## src/rtl/dbssm_pkg.sv

```systemverilog
// Shared types and constants of the device controller
package dbssm_pkg;

   localparam int OUTPUT_SLOTS = 8;

   localparam logic [2:0] KIND_SWITCH = 3'd0;
   localparam logic [2:0] KIND_LIGHT  = 3'd1;
   localparam logic [2:0] KIND_DIMMER = 3'd2;
   localparam logic [2:0] KIND_BLIND  = 3'd3;
   localparam logic [2:0] KIND_HANDLE = 3'd4;

   localparam logic [1:0] OP_SET   = 2'd0;
   localparam logic [1:0] OP_TICK  = 2'd1;
   localparam logic [1:0] OP_QUERY = 2'd2;

   localparam logic [2:0] CSR_DEVICE_KIND   = 3'd0;
   localparam logic [2:0] CSR_DELAY_TICKS   = 3'd1;
   localparam logic [2:0] CSR_TIMEOUT_TICKS = 3'd2;
   localparam logic [2:0] CSR_RAMP_SPEED    = 3'd3;
   localparam logic [2:0] CSR_OUTPUT_SLOT   = 3'd4;

   localparam logic [6:0] ST_OFF      = 7'd0;
   localparam logic [6:0] ST_ON       = 7'd100;
   localparam logic [6:0] ST_STOP     = 7'd101;
   localparam logic [6:0] ST_DIM      = 7'd102;
   localparam logic [6:0] ST_LIGHTEN  = 7'd103;
   localparam logic [6:0] ST_DARKEN   = 7'd104;
   localparam logic [6:0] ST_LOCKED   = 7'd105;
   localparam logic [6:0] ST_CLOSED   = 7'd106;
   localparam logic [6:0] ST_OPEN     = 7'd107;
   localparam logic [6:0] ST_TILT     = 7'd108;
   localparam logic [6:0] ST_SHUT     = 7'd109;
   localparam logic [6:0] ST_UNSHUT   = 7'd110;
   localparam logic [6:0] ST_UNLOCKED = 7'd111;

   typedef struct packed {
      logic [2:0]  device_kind;
      logic [23:0] delay_ticks;
      logic [23:0] timeout_ticks;
      logic [15:0] ramp_speed;
      logic [3:0]  output_slot;
   } cfg_type;

   typedef struct packed {
      logic [1:0]  opcode;
      logic [6:0]  state_code;
      logic [15:0] elapsed_ticks;
   } req_item_type;

   typedef struct packed {
      logic [8:0] drive_mask;
      logic       is_active;
      logic [6:0] level_now;
   } rsp_item_type;

endpackage

```

## src/rtl/dimmer_blind_switch_state_machine_core.sv

```systemverilog
// Top level of the single-device controller: request and response registers
//
// Usage:
//   Requests enter on req_valid/req_stall with opcode, state_code and
//   elapsed_ticks; each request yields exactly one response on rsp_valid/
//   rsp_stall carrying drive_mask, is_active and level_now.
//   Configuration registers are written through csr_write_enable, csr_index and
//   csr_wdata by the user only while no request is in flight (not enforced);
//   index 0 device kind, 1 delay ticks, 2 timeout ticks, 3 ramp speed, 4 output slot.
// Timing:
//   A request is captured in the input register at acceptance; the state
//   update then runs and loads the response register, which drives rsp_valid;
//   a stalled response can hold the request in the input register. One request
//   per cycle is sustained while rsp_stall stays low.
// Reset:
//   Synchronous reset empties both registers, clears all configuration
//   and returns the device to off with an idle phase.
// Backpressure:
//   While rsp_stall holds a response, the input register still takes one
//   request; req_stall rises only when both registers are full and stalled.
module dimmer_blind_switch_state_machine_core (
   input  logic        clock,
   input  logic        reset,
   input  logic        req_valid,
   output logic        req_stall,
   input  logic [1:0]  req_opcode,
   input  logic [6:0]  req_state_code,
   input  logic [15:0] req_elapsed_ticks,
   output logic        rsp_valid,
   input  logic        rsp_stall,
   output logic [8:0]  rsp_drive_mask,
   output logic        rsp_is_active,
   output logic [6:0]  rsp_level_now,
   input  logic        csr_write_enable,
   input  logic [2:0]  csr_index,
   input  logic [23:0] csr_wdata
);

   dbssm_pkg::cfg_type      cfg;
   dbssm_pkg::req_item_type item_ff, item_in;
   dbssm_pkg::rsp_item_type result, out_ff;
   logic                    in_vld_ff, in_vld_in, out_vld_ff, out_vld_in;
   logic                    take, advance;

   dbssm_csr u_csr (
      .clock            (clock),
      .reset            (reset),
      .csr_write_enable (csr_write_enable),
      .csr_index        (csr_index),
      .csr_wdata        (csr_wdata),
      .cfg              (cfg)
   );

   dbssm_step u_step (
      .clock  (clock),
      .reset  (reset),
      .fire   (advance),
      .item   (item_ff),
      .cfg    (cfg),
      .result (result)
   );

   assign advance    = in_vld_ff && (!out_vld_ff || !rsp_stall);
   assign req_stall  = in_vld_ff && out_vld_ff && rsp_stall;
   assign take       = req_valid && !req_stall;
   assign in_vld_in  = take || (in_vld_ff && !advance);
   assign out_vld_in = advance || (out_vld_ff && rsp_stall);

   assign item_in.opcode        = req_opcode;
   assign item_in.state_code    = req_state_code;
   assign item_in.elapsed_ticks = req_elapsed_ticks;

   always_ff @(posedge clock) begin
      if (reset) begin
         in_vld_ff  <= 1'b0;
         out_vld_ff <= 1'b0;
      end else begin
         in_vld_ff  <= in_vld_in;
         out_vld_ff <= out_vld_in;
      end
   end

   always_ff @(posedge clock) begin
      if (take) begin
         item_ff <= item_in;
      end
      if (advance) begin
         out_ff <= result;
      end
   end

   assign rsp_valid      = out_vld_ff;
   assign rsp_drive_mask = out_ff.drive_mask;
   assign rsp_is_active  = out_ff.is_active;
   assign rsp_level_now  = out_ff.level_now;

endmodule

```

## src/rtl/dbssm_csr.sv

```systemverilog
// Configuration registers of the device controller
module dbssm_csr (
   input  logic               clock,
   input  logic               reset,
   input  logic               csr_write_enable,
   input  logic [2:0]         csr_index,
   input  logic [23:0]        csr_wdata,
   output dbssm_pkg::cfg_type cfg
);

   dbssm_pkg::cfg_type cfg_ff, cfg_in;

   always_comb begin
      cfg_in = cfg_ff;
      if (csr_write_enable) begin
         unique case (csr_index)
            dbssm_pkg::CSR_DEVICE_KIND:   cfg_in.device_kind   = csr_wdata[2:0];
            dbssm_pkg::CSR_DELAY_TICKS:   cfg_in.delay_ticks   = csr_wdata;
            dbssm_pkg::CSR_TIMEOUT_TICKS: cfg_in.timeout_ticks = csr_wdata;
            dbssm_pkg::CSR_RAMP_SPEED:    cfg_in.ramp_speed    = csr_wdata[15:0];
            dbssm_pkg::CSR_OUTPUT_SLOT:   cfg_in.output_slot   = csr_wdata[3:0];
            default: ;
         endcase
      end
   end

   always_ff @(posedge clock) begin
      if (reset) begin
         cfg_ff <= '0;
      end else begin
         cfg_ff <= cfg_in;
      end
   end

   assign cfg = cfg_ff;

endmodule

```

## src/rtl/dbssm_step.sv

```systemverilog
// Device state registers and the combinational command, tick and query logic
module dbssm_step (
   input  logic                    clock,
   input  logic                    reset,
   input  logic                    fire,
   input  dbssm_pkg::req_item_type item,
   input  dbssm_pkg::cfg_type      cfg,
   output dbssm_pkg::rsp_item_type result
);

   typedef enum logic [1:0] {
      PH_IDLE  = 2'd0,
      PH_DELAY = 2'd1,
      PH_RAMP  = 2'd2
   } phase_type;

   logic [6:0]         cur_ff, cur_in, prev_ff, prev_in;
   phase_type          phase_ff, phase_in;
   logic signed [25:0] cnt_ff, cnt_in;

   logic               is_sw, is_ramp, is_handle;
   logic signed [33:0] cnt_wide, tgt_pos, ramp_up, ramp_dn, ramp_pos, dec, round_sum;
   logic [31:0]        step_amt;
   logic signed [25:0] cur_cnt, timeout_cnt, delay_cnt;
   logic [6:0]         round_lvl, dim_tgt, set_tgt, code;
   logic               ramp_rising;
   logic [1:0]         flags;
   logic               act;

   assign code      = item.state_code;
   assign is_sw     = (cfg.device_kind == dbssm_pkg::KIND_SWITCH) ||
                      (cfg.device_kind == dbssm_pkg::KIND_LIGHT);
   assign is_ramp   = (cfg.device_kind == dbssm_pkg::KIND_DIMMER) ||
                      (cfg.device_kind == dbssm_pkg::KIND_BLIND);
   assign is_handle = (cfg.device_kind == dbssm_pkg::KIND_HANDLE);

   assign cnt_wide    = 34'(cnt_ff);
   assign tgt_pos     = signed'({11'd0, cur_ff, 16'd0});
   assign cur_cnt     = signed'({3'd0, cur_ff, 16'd0});
   assign timeout_cnt = signed'({2'd0, cfg.timeout_ticks});
   assign delay_cnt   = signed'({2'd0, cfg.delay_ticks});

   assign step_amt    = {16'd0, item.elapsed_ticks} * {16'd0, cfg.ramp_speed};
   assign ramp_up     = cnt_wide + signed'({2'd0, step_amt});
   assign ramp_dn     = cnt_wide - signed'({2'd0, step_amt});
   assign ramp_rising = cnt_wide < tgt_pos;
   assign ramp_pos    = ramp_rising ? ((ramp_up > tgt_pos) ? tgt_pos : ramp_up)
                                    : ((ramp_dn < tgt_pos) ? tgt_pos : ramp_dn);

   assign dec         = cnt_wide - signed'({18'd0, item.elapsed_ticks});

   assign round_sum   = cnt_wide + 34'sh8000;
   assign round_lvl   = round_sum[33] ? dbssm_pkg::ST_OFF : round_sum[22:16];

   assign dim_tgt = (((prev_ff > cur_ff) && (cur_ff < dbssm_pkg::ST_ON)) ||
                     (cur_ff == dbssm_pkg::ST_OFF)) ? dbssm_pkg::ST_ON : dbssm_pkg::ST_OFF;
   assign set_tgt = (code == dbssm_pkg::ST_DIM)     ? dim_tgt :
                    (code == dbssm_pkg::ST_LIGHTEN) ? dbssm_pkg::ST_ON :
                    (code == dbssm_pkg::ST_DARKEN)  ? dbssm_pkg::ST_OFF : code;

   always_comb begin
      cur_in   = cur_ff;
      prev_in  = prev_ff;
      phase_in = phase_ff;
      cnt_in   = cnt_ff;
      flags    = 2'd0;
      act      = 1'b0;
      unique case (item.opcode)
         dbssm_pkg::OP_SET: begin
            if (is_sw) begin
               prev_in  = cur_ff;
               cur_in   = code;
               phase_in = PH_DELAY;
               cnt_in   = delay_cnt;
            end else if (is_handle) begin
               prev_in = cur_ff;
               cur_in  = code;
            end else if (is_ramp) begin
               if ((cfg.device_kind == dbssm_pkg::KIND_DIMMER) &&
                   ((code == dbssm_pkg::ST_OFF) || (code == dbssm_pkg::ST_ON))) begin
                  prev_in  = cur_ff;
                  cur_in   = code;
                  phase_in = PH_IDLE;
                  cnt_in   = timeout_cnt;
               end else if ((code == dbssm_pkg::ST_STOP) || (phase_ff == PH_RAMP)) begin
                  if (phase_ff == PH_RAMP) begin
                     cur_in   = round_lvl;
                     phase_in = PH_IDLE;
                  end
               end else begin
                  prev_in  = cur_ff;
                  cur_in   = set_tgt;
                  phase_in = PH_RAMP;
                  cnt_in   = cur_cnt;
               end
            end
         end
         dbssm_pkg::OP_TICK: begin
            if (is_sw) begin
               if (phase_ff == PH_DELAY) begin
                  if (dec <= 34'sd0) begin
                     phase_in = PH_IDLE;
                     cnt_in   = timeout_cnt;
                  end else begin
                     cnt_in = dec[25:0];
                  end
               end else if (cnt_ff > 26'sd0) begin
                  cnt_in = dec[25:0];
                  if (dec <= 34'sd0) begin
                     prev_in = cur_ff;
                     cur_in  = dbssm_pkg::ST_OFF;
                  end
               end
               flags = {1'b0, (((phase_in == PH_DELAY) ? prev_ff : cur_ff) == dbssm_pkg::ST_ON)};
            end else if (is_ramp) begin
               if (phase_ff == PH_RAMP) begin
                  if ((cfg.ramp_speed == 16'd0) || (ramp_pos == tgt_pos)) begin
                     phase_in = PH_IDLE;
                     cnt_in   = timeout_cnt;
                  end else begin
                     cnt_in = ramp_pos[25:0];
                     flags  = ramp_rising ? 2'd1 : 2'd2;
                  end
               end else if (cnt_ff > 26'sd0) begin
                  if (dec <= 34'sd0) begin
                     prev_in = cur_ff;
                     cur_in  = dbssm_pkg::ST_OFF;
                     cnt_in  = cur_cnt;
                  end else begin
                     cnt_in = dec[25:0];
                  end
               end
            end
         end
         dbssm_pkg::OP_QUERY: begin
            if (code == cur_ff) begin
               act = 1'b1;
            end else if (is_ramp) begin
               if (phase_ff == PH_IDLE) begin
                  act = (code == dbssm_pkg::ST_STOP);
               end else begin
                  act = (code == dbssm_pkg::ST_DIM) ||
                        ((code == dbssm_pkg::ST_LIGHTEN) && (cnt_wide < tgt_pos)) ||
                        ((code == dbssm_pkg::ST_DARKEN) && (cnt_wide > tgt_pos));
               end
            end else if (is_handle) begin
               act = ((code == dbssm_pkg::ST_SHUT) &&
                      ((cur_ff == dbssm_pkg::ST_LOCKED) || (cur_ff == dbssm_pkg::ST_CLOSED))) ||
                     ((code == dbssm_pkg::ST_UNSHUT) &&
                      ((cur_ff == dbssm_pkg::ST_OPEN) || (cur_ff == dbssm_pkg::ST_TILT))) ||
                     ((code == dbssm_pkg::ST_UNLOCKED) && (cur_ff != dbssm_pkg::ST_LOCKED));
            end
         end
         default: ;
      endcase
   end

   always_ff @(posedge clock) begin
      if (reset) begin
         cur_ff   <= dbssm_pkg::ST_OFF;
         prev_ff  <= dbssm_pkg::ST_OFF;
         phase_ff <= PH_IDLE;
         cnt_ff   <= '0;
      end else if (fire) begin
         cur_ff   <= cur_in;
         prev_ff  <= prev_in;
         phase_ff <= phase_in;
         cnt_ff   <= cnt_in;
      end
   end

   assign result.drive_mask = ({1'b0, cfg.output_slot} < 5'(dbssm_pkg::OUTPUT_SLOTS)) ?
                              ({7'd0, flags} << cfg.output_slot) : 9'd0;
   assign result.is_active  = act;
   assign result.level_now  = cur_in;

endmodule

```

## config.mk

```make
export PLATFORM = sky130hd
export DESIGN_NAME = dimmer_blind_switch_state_machine_core
export DESIGN_NICKNAME = d
export VERILOG_FILES = /design/src/rtl/dbssm_pkg.sv /design/src/rtl/dimmer_blind_switch_state_machine_core.sv /design/src/rtl/dbssm_csr.sv /design/src/rtl/dbssm_step.sv
export SDC_FILE = /design/constraint.sdc
export NUM_CORES = 1
export LEC_CHECK = 0
export BUFFER_PORTS_ARGS = -buffer_cell sky130_fd_sc_hd__buf_2
export CAP_MARGIN = 20
export CORE_MARGIN = 10
export CORE_UTILIZATION = 41
export CTS_CLUSTER_DIAMETER = 80
export DETAILED_ROUTE_END_ITERATION = 10
export PLACE_DENSITY = 0.57
export RECOVER_POWER = 25
export SYNTH_ARGS = -nofsm -noshare
export SYNTH_HDL_FRONTEND = slang
export SYNTH_SLANG_ARGS = --single-unit
```

## constraint.sdc

```tcl
create_clock -name clock -period 18.1 [get_ports clock]
set_input_delay 1.81 -clock clock [delete_from_list [all_inputs] [get_ports clock]]
set_output_delay 1.81 -clock clock [all_outputs]
set_load 0.03 [all_outputs]
```

==> results.cfg, run 1 <==
[run]
drv_cap = 2

[critical_path]
cp-start-kind = flip-flop
crit_fanout = 24
critPathKind = reg -> reg
arrival_ns = 14.54
r2r_cells = 47
r2r-start = item_ff[4]
endpoint_kind = flip-flop
cpPeakStageDelay_ns = 0.78
cp_data_required_time_ns = 18.47
r2r_slack_ns = 3.93
r2r-end = u_step.cnt_ff[1]
cp_slowest_cell = a31o_1

[place]
gp_congestion = 0.960
portBuffers = 75
place_hpwl_mm = 64.3

[global_routing]
use_met2_pct = 40.7
grt_antenna_before_repair = 0
top_usage_layer = met2
grt_pass1_vias = 21864
grt_pass1_wl_mm = 130
grt_max_degree = 66
overflow = 0
globalRouteMet3Util_pct = 3.63
grtUsageMet1_pct = 32.5
track_usage_pct = 24.6

[yosys]
synthTopCellsByArea = fa_1 17%, ha_1 12%, dfxtp_1 9.9%, nand2_1 6.6%, inv_1 5.8%
ys_seq_elements = 157
synth_xor_area_share_pct = 4.53
synth_top_area_share_pct = 17.0
synth_top_area_cell = fa_1
synth_top_family_by_area = adder cells
synth_top_cells_by_count = 405 x nand2_1, 356 x inv_1, 231 x a21oi_1
synth_mux_area_share_pct = 1.58
syn_nets = 3441
synth_warnings = 0
ys.flop_type = dfxtp_1
synth_edf_count = 42
yosysMostFrequentCell = nand2_1
synth_compound_area_share_pct = 20.1
ys_async_sr_fraction_pct = 0
synth.avg_cell_area_sq_um = 7.83
syn_inst = 2962
synth.cell_area_sq_um = 23200
ys_seq_area_share_pct = 15.4
synth-simple-area-share_pct = 20.8
synth.distinct_cells = 91
synth_fa_ha_area_share_pct = 29.1

[drt]
drtAntennaViolNets = 0
drc = 0
vias = 22008
wl_per_cell_microns = 22.5
drt-initial-drc-count = 1805
routed_wirelength_mm = 83.1
firstDrtPassIters = 5
via_per_inst = 5.95

[pwr]
power_density_nw_per_um2 = 58.1
ir_worst_vdd_mv = 0.0795
p_leak_nw = 10.8

[floorplanning]
rows = 87
dieWidth_microns = 258
dieHeight_microns = 258
core-area_sq_um = 56200
boundaryPins = 76
initial_core_util_pct = 41.3
die_area_sq_um = 66500

[hold_path]
hold_path_depth = 2
hold_start = u_csr.cfg[60]
min_path_type = reg -> reg
whs_endpoint = u_csr.cfg[60]

[sta]
fin_setup_tns_ns = 0
hold_ws_ns = 0.460
maxSlewHeadroom_pct = -114
fin_crit_ns = 14.17
setup_viol = 0
max_slew.worst_pin.slew_ns = 3.20
clock_skew_ns = 0.0168
grt_setup_unrepaired = no
fmax_mhz = 70.6
hold_viol = 0
fin_crit_sh_pct = 78.3
final_max_slew_viol_count = 84

[clocking]
insertion_delay_ns = 0.49
clkTransAtPathRegs_ns = 0.08
ctsHoldBuffers = 0
cts_buffers = 17
cts_sinks = 157
cts_setup_buffers = 0
h-tree-depth = 4
clockBufferDepth = 2
cts_tree = yes
cts-resized-gates = 0
cts-root-buf = clkbuf_16

[layout]
syn2layout_area_growth_pct = 6.74
diodes = 0
layout.nets = 3408
fin_util_pct = 44.1
fillers = 5792
final_layout_size_suffix_gt1_share_pct = 5.85

[run_status]
violations = max-capacitance violations, max-slew violations
status = complete, but fails checks
-- where the power goes --
part	leakage (nW)	switching (mW)	internal, mW	total (mW)
Combinational	9.17	0.413	0.222	0.635
Clock	0.298	0.194	0.200	0.393
Sequential	1.34	0.0359	0.373	0.409
-- final cells by class --
type | count | area (sq um) | share of cell area [%]
tap | 756 | 946 | 3.82
clock buffer | 17 | 425 | 1.72
timing repair buffer | 106 | 597 | 2.41
inverter | 357 | 1340 | 5.41
multi-input combinational | 2290 | 17700 | 71.5
clock inverter | 15 | 191 | 0.773
sequential | 157 | 3560 | 14.4
-- metal layers --
layer	part of all wire, %	vias up
li1	-	10092
met5	0	-
met3	6.0	142
met4	2.9	0
met2	48	796
met1	43	10978
-- placed cells by master (no fill, tap or decap), drive strengths merged, types with 68 or more instances in the layout --
cell type and n:
a21oi 231, and2 122, buf 96, dfxtp 115
fa 197, ha 225, inv 364, nand2 405
nor2 197, nor3 68, o21ai 104, xnor2 84
-- critical path, delay by kind of cell, from the launching register on --
family	cells	cell delay, ns
compound gates	20	5.07
fa+ha+maj	9	3.86
simple gates	12	3.69
flops	1	0.74
xor+xnor	1	0.37
buf+inv	5	0.30
-- stage by stage --
step                power (mW)  instances  area, sq um  setup slack, ns
finish                    1.44       3698        24800             3.93
global route              1.51       3698        24800             3.11
CTS                       1.43       3696        24800             4.14
floorplan                0.840       2962        23200             6.68
global placement          1.03       3663        24100             4.50
detailed placement        1.03       3664        24200             4.21
-- how the worst max path moves through the flow --
stage / from / to / slack (ns) / depth (start not counted)
5_1_grt: item_ff[4] / u_step.cnt_ff[23] / 3.11 / 48
4_1_cts: item_ff[4] / u_step.cnt_ff[1] / 4.14 / 47
3_5_place_dp: item_ff[4] / u_step.cnt_ff[1] / 4.21 / 47
2_1_floorplan: u_csr.cfg[11] / rsp_drive_mask[1] / 6.68 / 51
6_report: item_ff[4] / u_step.cnt_ff[1] / 3.93 / 47
3_3_place_gp: item_ff[4] / u_step.cnt_ff[1] / 4.50 / 47
-- sequential cells by signal, indices dropped and copies added (netlist names), 2 cells and up --
signal	flops
item_ff	25
rsp_drive_mask	9
rsp_level_now	7
u_csr.cfg	71
u_step.cnt_ff	26
u_step.cur_ff	7
u_step.phase_ff	2
u_step.prev_ff	7
-- cell families after synthesis --
group	after synthesis
AO/OA/AOI/OAI	692
buffers and inverters	515
adder cells (fa/ha/maj)	422
multiplexers	36
AND/OR/NAND/NOR	1020
flip-flops	157
XOR/XNOR	120
No activity file was read; power rests on OpenSTA's default activity.
==> run 2, diff against run 1 <==
==> constraint.sdc (replaced) <==
create_clock -name clock -period 13.05 [get_ports clock]
set_input_delay 1.305 -clock clock [delete_from_list [all_inputs] [get_ports clock]]
set_output_delay 1.305 -clock clock [all_outputs]
set_load 0.03 [all_outputs]
==> results.cfg, run 2 (same netlist as run 1, synthesis figures left out) <==
[run_status]
status = complete, but fails checks
violations = max-capacitance violations, max-slew violations

[clocking]
h-tree-depth = 4
cts_tree = yes
cts_buffers = 17
clockBufferDepth = 2
cts_sinks = 157
insertion_delay_ns = 0.49
cts-root-buf = clkbuf_16
ctsHoldBuffers = 0
clkTransAtPathRegs_ns = 0.08

[layout]
mostFrequentLayoutCells = 405 x nand2_1, 356 x inv_1, 229 x a21oi_1
syn2layout_area_growth_pct = 8.62
layout_commonest_cell = nand2_1
diodes = 0
final_layout_size_suffix_gt1_share_pct = 8.25
stdcell_count = 3751
fin_util_pct = 44.8
largest_register_ffs = 71
fillers = 5715
layout.nets = 3461

[sta]
clock_skew_ns = 0.0174
setup_viol = 0
fmax_mhz = 80.7
final_max_slew_viol_count = 26
hold_viol = 0
maxSlewHeadroom_pct = -48.1
fin_crit_ns = 12.39
fin_crit_sh_pct = 94.9
hold_ws_ns = 0.457
max_slew.worst_pin.slew_ns = 2.22

[drt]
wl_per_cell_microns = 21.2
drt-initial-drc-count = 1732
firstDrtPassIters = 7
drtAntennaViolNets = 0
via_per_inst = 5.85
vias = 21951
drc = 0
routed_wirelength_mm = 79.6

[pwr]
ir_worst_vdd_mv = 0.119
p_leak_nw = 11.1
power_density_nw_per_um2 = 78.7

[run]
drv_cap = 1

[floorplanning]
rows = 87
dieWidth_microns = 258
dieHeight_microns = 258
die_area_sq_um = 66500
core-area_sq_um = 56200
boundaryPins = 76
initial_core_util_pct = 41.3

[global_routing]
grt_pass1_vias = 21806
grt_antenna_before_repair = 0
grt_max_degree = 99
grt_pass1_wl_mm = 125
overflow = 0
track_usage_pct = 23.7

[place]
gp_congestion = 0.948
place_inst = 3680
portBuffers = 75
place_hpwl_mm = 62.7

[critical_path]
arrival_ns = 12.76
cp-start-kind = flip-flop
crit_fanout = 19
cp_top_family = compound AO/OA/AOI/OAI gates
critPathKind = reg -> reg
cp_data_required_time_ns = 13.42
cpPeakStageDelay_ns = 0.54
cp_slowest_cell = fa_1
critPathBufInv = 7
endpoint_kind = flip-flop

[hold_path]
min_path_type = reg -> reg
run 2: cell count changes in the layout (fill, tap and decap cells not counted), moves of 6 or more:
cell,delta
buf_4,+53
buf_2,+6
clkbuf_1,-6
dfxtp_2,+8
dfxtp_1,-9
run 2: timing repair:
action / 4_1_cts / 5_1_grt
setup endpoints to repair: 0 / 37
resized for setup: 0 / 17
buffers inserted: 0 / 37
run 2: per-stage QoR:
| stage | power [mW] | area (sq um) | setup slack [ns] | TNS, ns |
|---|---|---|---|---|
| after floorplan | 1.17 | 23200 | 1.63 | 0 |
| after global placement | 1.42 | 24200 | 0.581 | 0 |
| after detailed placement | 1.43 | 24300 | 0.371 | 0 |
| after CTS | 1.97 | 24900 | 0.298 | 0 |
| after global routing | 2.10 | 25200 | -0.0376 | -0.0376 |
| final | 1.98 | 25200 | 0.660 | 0 |
run 2: routing by layer:
layer  track usage, %  vias up  routed length [microns]
li1                 -    10198                        -
met4             10.1        0                     3510
met3             2.88      185                     4490
met2             38.7      825                    37100
met5                0        -                        0
met1             31.2    10743                    34500
run 2: path summary, 6_finish.rpt:
check,to,slack [ns],cells after the start,start
worst min register to register,u_csr.cfg[53],0.46,2,u_csr.cfg[53]
worst min-delay path,u_csr.cfg[53],0.46,2,u_csr.cfg[53]
worst max register to register,u_step.cnt_ff[23],0.66,49,item_ff[4]
worst max-delay path,u_step.cnt_ff[23],0.66,49,item_ff[4]
run 2: cell type report:
class	instances	area (sq um)	area share [%]
clock inverters	15	170	0.675
multi-input cells	2290	17700	70.4
repair buffers	159	1000	3.98
inverters	357	1340	5.32
clock buffers	17	425	1.69
well taps	756	946	3.75
flip-flops and latches	157	3580	14.2
run 2: power breakdown:
part | switching [mW] | internal, mW | total [mW]
Combinational | 0.573 | 0.322 | 0.895
Sequential | 0.0375 | 0.518 | 0.555
Clock | 0.273 | 0.258 | 0.531
run 2: worst register-to-register path: cells and delay by family (launching register included):
kind | cells | cell delay, ns
adders and majority gates | 9 | 3.77
AOI/OAI and AO/OA | 19 | 4.15
xor gates and xnor gates | 1 | 0.30
DFF | 1 | 0.52
buffers and inverters | 7 | 0.79
and+or+nand+nor | 13 | 2.74
